**src/hdl/pidc_pkg.sv**
```systemverilog
`default_nettype none
// ----------------------------------------------------------------------------
// pidc_pkg
// Shared constants, register indexes, step codes and control structs for the
// positional PID step block.
// ----------------------------------------------------------------------------
package pidc_pkg;

    // pi and 2*pi in Q16.16
    localparam logic signed [33:0] PI_Q16     = 34'sd205887;
    localparam logic signed [33:0] TWO_PI_Q16 = 34'sd411775;

    // build-time options
    localparam logic [30:0] I_TERM_LIMIT = 31'd0;
    localparam logic [30:0] I_SEPARATE   = 31'd0;
    localparam logic        D_ON_MEASURE = 1'b1;

    // configuration register indexes
    localparam logic [2:0] REG_KP        = 3'd0;
    localparam logic [2:0] REG_KI_DT     = 3'd1;
    localparam logic [2:0] REG_KD_OVER_DT = 3'd2;
    localparam logic [2:0] REG_KF        = 3'd3;
    localparam logic [2:0] REG_OUT_LIMIT = 3'd4;
    localparam logic [2:0] REG_DEAD_BAND = 3'd5;
    localparam logic [2:0] REG_SLOW_LO   = 3'd6;
    localparam logic [2:0] REG_SLOW_HI   = 3'd7;

    // datapath step codes
    localparam logic [3:0] STEP_NONE  = 4'd0;
    localparam logic [3:0] STEP_ERR   = 4'd1;
    localparam logic [3:0] STEP_RATIO = 4'd2;
    localparam logic [3:0] STEP_P     = 4'd3;
    localparam logic [3:0] STEP_S     = 4'd4;
    localparam logic [3:0] STEP_I     = 4'd5;
    localparam logic [3:0] STEP_D     = 4'd6;
    localparam logic [3:0] STEP_F     = 4'd7;
    localparam logic [3:0] STEP_SUM   = 4'd8;

    localparam logic signed [50:0] S32_MAX = 51'sd2147483647;
    localparam logic signed [50:0] S32_MIN = -51'sd2147483648;

    typedef struct packed {
        logic       load;
        logic [3:0] step;
        logic       div_start;
    } pidc_cmd_t;

    typedef struct packed {
        logic div_needed;
        logic div_done;
        logic out_busy;
    } pidc_stat_t;

    function automatic logic signed [31:0] sat32(input logic signed [50:0] v);
        logic signed [31:0] r;
        if (v > S32_MAX) begin
            r = 32'sh7FFFFFFF;
        end else if (v < S32_MIN) begin
            r = 32'sh80000000;
        end else begin
            r = v[31:0];
        end
        return r;
    endfunction

endpackage
`default_nettype wire

```
**src/hdl/pidc_ctrl.sv**
```systemverilog
`default_nettype none
// ----------------------------------------------------------------------------
// pidc_ctrl
// Step sequencer of the PID update: accept a sample, walk the datapath
// through error, ratio, the five products and the final sum.
// ----------------------------------------------------------------------------
module pidc_ctrl (
    input  wire logic                 aclk,
    input  wire logic                 aresetn,
    input  wire logic                 s_valid,
    output logic                      s_ready,
    input  wire pidc_pkg::pidc_stat_t stat,
    output pidc_pkg::pidc_cmd_t       cmd
);
    import pidc_pkg::*;

    localparam logic [3:0] ST_IDLE  = 4'd0;
    localparam logic [3:0] ST_ERR   = 4'd1;
    localparam logic [3:0] ST_RATIO = 4'd2;
    localparam logic [3:0] ST_DIVW  = 4'd3;
    localparam logic [3:0] ST_P     = 4'd4;
    localparam logic [3:0] ST_S     = 4'd5;
    localparam logic [3:0] ST_I     = 4'd6;
    localparam logic [3:0] ST_D     = 4'd7;
    localparam logic [3:0] ST_F     = 4'd8;
    localparam logic [3:0] ST_SUM   = 4'd9;

    logic [3:0] state_reg, state_next;

    always_comb begin
        state_next = state_reg;
        cmd.load = 1'b0;
        cmd.step = STEP_NONE;
        cmd.div_start = 1'b0;
        s_ready = 1'b0;
        case (state_reg)
            ST_IDLE: begin
                s_ready = 1'b1;
                if (s_valid) begin
                    cmd.load = 1'b1;
                    state_next = ST_ERR;
                end
            end
            ST_ERR: begin
                cmd.step = STEP_ERR;
                state_next = ST_RATIO;
            end
            ST_RATIO: begin
                cmd.step = STEP_RATIO;
                if (stat.div_needed) begin
                    cmd.div_start = 1'b1;
                    state_next = ST_DIVW;
                end else begin
                    state_next = ST_P;
                end
            end
            ST_DIVW: begin
                if (stat.div_done) begin
                    state_next = ST_P;
                end
            end
            ST_P: begin
                cmd.step = STEP_P;
                state_next = ST_S;
            end
            ST_S: begin
                cmd.step = STEP_S;
                state_next = ST_I;
            end
            ST_I: begin
                cmd.step = STEP_I;
                state_next = ST_D;
            end
            ST_D: begin
                cmd.step = STEP_D;
                state_next = ST_F;
            end
            ST_F: begin
                cmd.step = STEP_F;
                state_next = ST_SUM;
            end
            ST_SUM: begin
                // hold until the output register is free
                if (!stat.out_busy) begin
                    cmd.step = STEP_SUM;
                    state_next = ST_IDLE;
                end
            end
            default: begin
                state_next = ST_IDLE;
            end
        endcase
    end

    always_ff @(posedge aclk) begin
        if (!aresetn) begin
            state_reg <= ST_IDLE;
        end else begin
            state_reg <= state_next;
        end
    end

    a_accept_starts: assert property (@(posedge aclk) disable iff (!aresetn)
        s_valid && s_ready |=> state_reg == ST_ERR)
        else $error("accepted transaction did not start the error step");

    a_div_resume: assert property (@(posedge aclk) disable iff (!aresetn)
        state_reg == ST_DIVW && stat.div_done |=> state_reg == ST_P)
        else $error("divider finish did not resume the product steps");

    a_sum_holds: assert property (@(posedge aclk) disable iff (!aresetn)
        state_reg == ST_SUM && stat.out_busy |=> state_reg == ST_SUM)
        else $error("result committed while output register occupied");

endmodule
`default_nettype wire

```
**config.mk**
```make
export PLATFORM = sky130hd
export DESIGN_NAME = pidc_ctrl
export DESIGN_NICKNAME = d
export VERILOG_FILES = /design/src/hdl/pidc_pkg.sv /design/src/hdl/pidc_ctrl.sv
export SDC_FILE = /design/constraint.sdc
export NUM_CORES = 1
export LEC_CHECK = 0
export BUFFER_PORTS_ARGS = -buffer_cell sky130_fd_sc_hd__buf_2
export CORE_AREA = 5 5 42 44
export CTS_CLUSTER_SIZE = 20
export DETAILED_ROUTE_END_ITERATION = 12
export DIE_AREA = 0 0 47 49
export PLACE_DENSITY_LB_ADDON = 0.15
export SETUP_SLACK_MARGIN = 0.2
export SYNTH_ARGS = -nofsm -noshare
export SYNTH_HDL_FRONTEND = slang
export SYNTH_SLANG_ARGS = --single-unit
```
**constraint.sdc**
```tcl
create_clock -name aclk -period 2.1 [get_ports aclk]
set_input_delay 0.42 -clock aclk [delete_from_list [all_inputs] [get_ports aclk]]
set_output_delay 0.42 -clock aclk [all_outputs]
set_load 0.02 [all_outputs]
```
== Yosys cells after proc, flatten, opt, wreduce, memory -nomap -nowiden ==
Index checks and enable logic that the tools add are counted.
W data, S select, Z words.

* Equal/unequal tests: 12
* Mux-type cells: 12
* Reduce and logical (&&, ||, !) cells: 2

{| class="wikitable"
|+ Operators by type and width
! cell !! count
|-
| $pmux W4 S10 || 1
|-
| $pmux W4 S8 || 1
|-
| $eq A4 B3 Y1 const B || 4
|-
| $mux W4 || 4
|-
| $eq A4 B2 Y1 const B || 2
|-
| $eq A4 B4 Y1 const B || 2
|-
| $ne A2 B2 Y1 const B || 3
|-
| $mux W1 || 5
|-
| $eq A4 B1 Y1 const B || 1
|-
| $logic_not A4 Y1 || 1
|-
| $mux W3 || 1
|-
| $reduce_and A3 Y1 || 1
|}

* Flip-flop bits (word level): 4
* Bits of input ports: 6
* Output and inout bits: 7
* Logic and storage cells: 27

== Longest topological paths before layout ==
* Depth after elaboration: 3
* Mapped depth: 4
* Gate-level depth less buffers: 3

== Least setup slack after synthesis ==
No wires, ideal clock.

* Path kind: reg2out
* From: register state_reg[0]
* To: output port cmd[5] in the netlist's numbering
* Data arrival time: 1553 ps
* Data required time: 1680 ps
* Path slack: 127 ps
* Stages on the path, launching flop included: 4
* Path buffers: 1
* Cells stage by stage: dfxtp_1 -> buf_2 -> nor4_1 -> and2_1

{| class="wikitable"
|+ RTL lines
! item !! line !! source
|-
| start, declared || pidc_ctrl.sv:28 || <nowiki>logic [3:0] state_reg, state_next;</nowiki>
|-
| start signal, assigned || pidc_ctrl.sv:99 || <nowiki>state_reg <= state_next;</nowiki>
|-
| end, declared || pidc_ctrl.sv:13 || <nowiki>output pidc_pkg::pidc_cmd_t cmd</nowiki>
|}

==> impl_metrics.toml <==
[route]
drtIter0Drc = 3
dr.pass1.iters = 4
ant_nets = 0
avgRoutedWirePerCell_um = 11.0
wirelength_um = 805
via_per_inst = 4.86
drc = 0
via_count = 355

[floorplanning]
dieArea_um2 = 2300
io_pins = 13
core_area_um2 = 1400
row_count = 14
die_width_um = 47
start_util_pct = 23.8
die_h_um = 49

[global_route]
grt-ovfl-total = 0
antenna_found_initial = 0
grt_max_degree = 17
grt_pass1_vias = 313
grt_usage_pct = 8.17
grt_pass1_wl_um = 1320

[min_path]
worstHoldPathType = "input pin to flip-flop"
holdPathEnd = "state_reg[0]"
hold_start = "aresetn"
hold_depth = 2

[synthesis]
yosysSeqAreaShare_pct = 24.0
synth_adder_area_share_pct = 0
ys_types = 25
syn_area_um2 = 334
syn_inst = 46
yosysWarnings = 0
synthesis.nets = 52
synth_top_family_by_area = "simple AND/OR/NAND/NOR gates"
synth_flop_cell = "dfxtp_1"
avgSynthCellArea_um2 = 7.26
synth.mux.area_fraction_pct = 3.00
synth-compound-area-share_pct = 27.3
synth_xor_area_share_pct = 2.62
postSynth.asyncResetShare_pct = 0
synth-simple-area-share_pct = 36.3
synth-edff-count = 0
ys_ff_latch = 4

[cts]
clk_pin_slew_ps = 40
ctsHoldBuffers = 0
cts_max_path_buffers = 2
cts_tree = "done"
cts_max_level = 1
cts_setup_buffers = 0
cts.repair.resized = 0
clk_latency_ps = 230
clock_sinks = 4
cts_root_buf = "clkbuf_4"
numCtsBuffers = 3

[layout]
layout_common_cells = "buf_2 (12), o21ai_0 (5)"
multi_input_area_um2 = 238
antenna-diode-count = 0
fillers = 174
final_common_cell = "buf_2"
drive_gt1_share_pct = 35.1
largest_reg_flops = 4
layout.nets = 65
syn_to_final_growth_pct = 28.1
finish.instance_area_um2 = 428
seqCellArea_um2 = 83.8

[sta]
worst_pin_slew_ps = 440
finalCritPeriodShare_pct = 82.5
final-max-slew-violation-count = 0
clock_skew_ps = 3.14
slew_headroom_pct = 70.6
rsz0062_at_grt = "false"
period_minus_slack_ps = 1730
hold_viol = 0
finalSetupViolations = 0
fmax_mhz = 578
fin_tns_setup_ps = 0

[setup_path]
rr_endpoint = "state_reg[0]"
critical_path.cell_chain = "nor4_2, and2_1, buf_2"
crit_buf_inv = 1
worstReg2RegStart = "state_reg[3]"
slowest_delay_ps = 430
critPathKind = "flip-flop to output port"
cp_max_fo = 16
ff2ff_setup_slack_ps = 790
end_kind = "output port"
arrival_ps = 1310
crit_family = "simple AND/OR/NAND/NOR gates"
startpoint_type = "flip-flop"
reg2reg_depth = 3
required_ps = 1680
cpMaxStageDelayCell = "dfxtp_1"

[placed_design]
gp_congestion = 0.686
portBuffers = 12
place_area_um2 = 402

[power_and_ir_drop]
power.density_nw_per_um2 = 644
peakVddDrop_uv = 321
p_leak_nw = 0.177

[flow_run]
maxCapViolations = 0

[outcome]
status = "completed"
[Yosys cell counts (all sizes together), types with 2 or more instances]
master  count  area, µm²
buf         3       15.0
nand2b      3       18.8
nand3b      3       22.5
a21oi       3       15.0
nand3       2       10.0
dfxtp       4       80.1
a211oi      2       20.0
nor3        2       10.0
nor4        2       12.5
nand2       2       7.51
o21ai       5       25.0
nor2        3       11.3
[layout make-up]
class                      count  area share, %
inverter                       1          0.877
sequential                     4           19.6
timing repair buffer          12           14.0
clock buffer                   3           5.26
tap                           16           4.68
multi-input combinational     37           55.6
[metal layers]
layer	GRT usage, %	routed length, µm	vias up
met2	10.9	378	7
met1	10.1	365	156
met5	0	0	-
li1	-	-	190
met4	5.53	16	0
met3	3.69	45	2
[metrics by stage]
stage,std cells,hold WS [ps],power [mW],utilization [%],worst slack [ps]
floorplan,46,538,0.157,-,384
global placement,70,711,0.184,28.7,478
detailed placement,70,695,0.182,28.7,457
CTS,73,445,0.280,30.3,204
global route,73,442,0.293,30.5,209
finish,73,444,0.276,30.5,369
[worst register-to-register path: cells and delay by family (launching register included)]
kind	cells	cell delay, ps
AO/OA/AOI/OAI	2	380
flip-flops	1	430
AND/OR/NAND/NOR	1	440
[how the worst max path moves through the flow]
| stage | endpoint | from | cells past startpoint |
|---|---|---|---|
| global placement | cmd[2] | state_reg[2] | 4 |
| finish | cmd[5] | state_reg[3] | 3 |
| global route | cmd[2] | state_reg[3] | 3 |
| detailed placement | cmd[2] | state_reg[2] | 4 |
| floorplan | cmd[5] | state_reg[0] | 3 |
| CTS | cmd[2] | state_reg[2] | 4 |
[power breakdown]
| part | internal [mW] | total (mW) | leakage [nW] | switching (mW) |
|---|---|---|---|---|
| clock | 0.0638 | 0.0938 | 0.0138 | 0.0299 |
| sequential | 0.0836 | 0.103 | 0.0339 | 0.0191 |
| combinational | 0.0342 | 0.0793 | 0.130 | 0.0451 |
[cells by family after synthesis]
| logic type | after synthesis |
|---|---|
| buf+inv | 5 |
| xor+xnor | 1 |
| simple gates | 21 |
| flops | 4 |
| compound gates | 14 |
| mux | 1 |
Note: power is estimated with default switching activity, not from simulation.
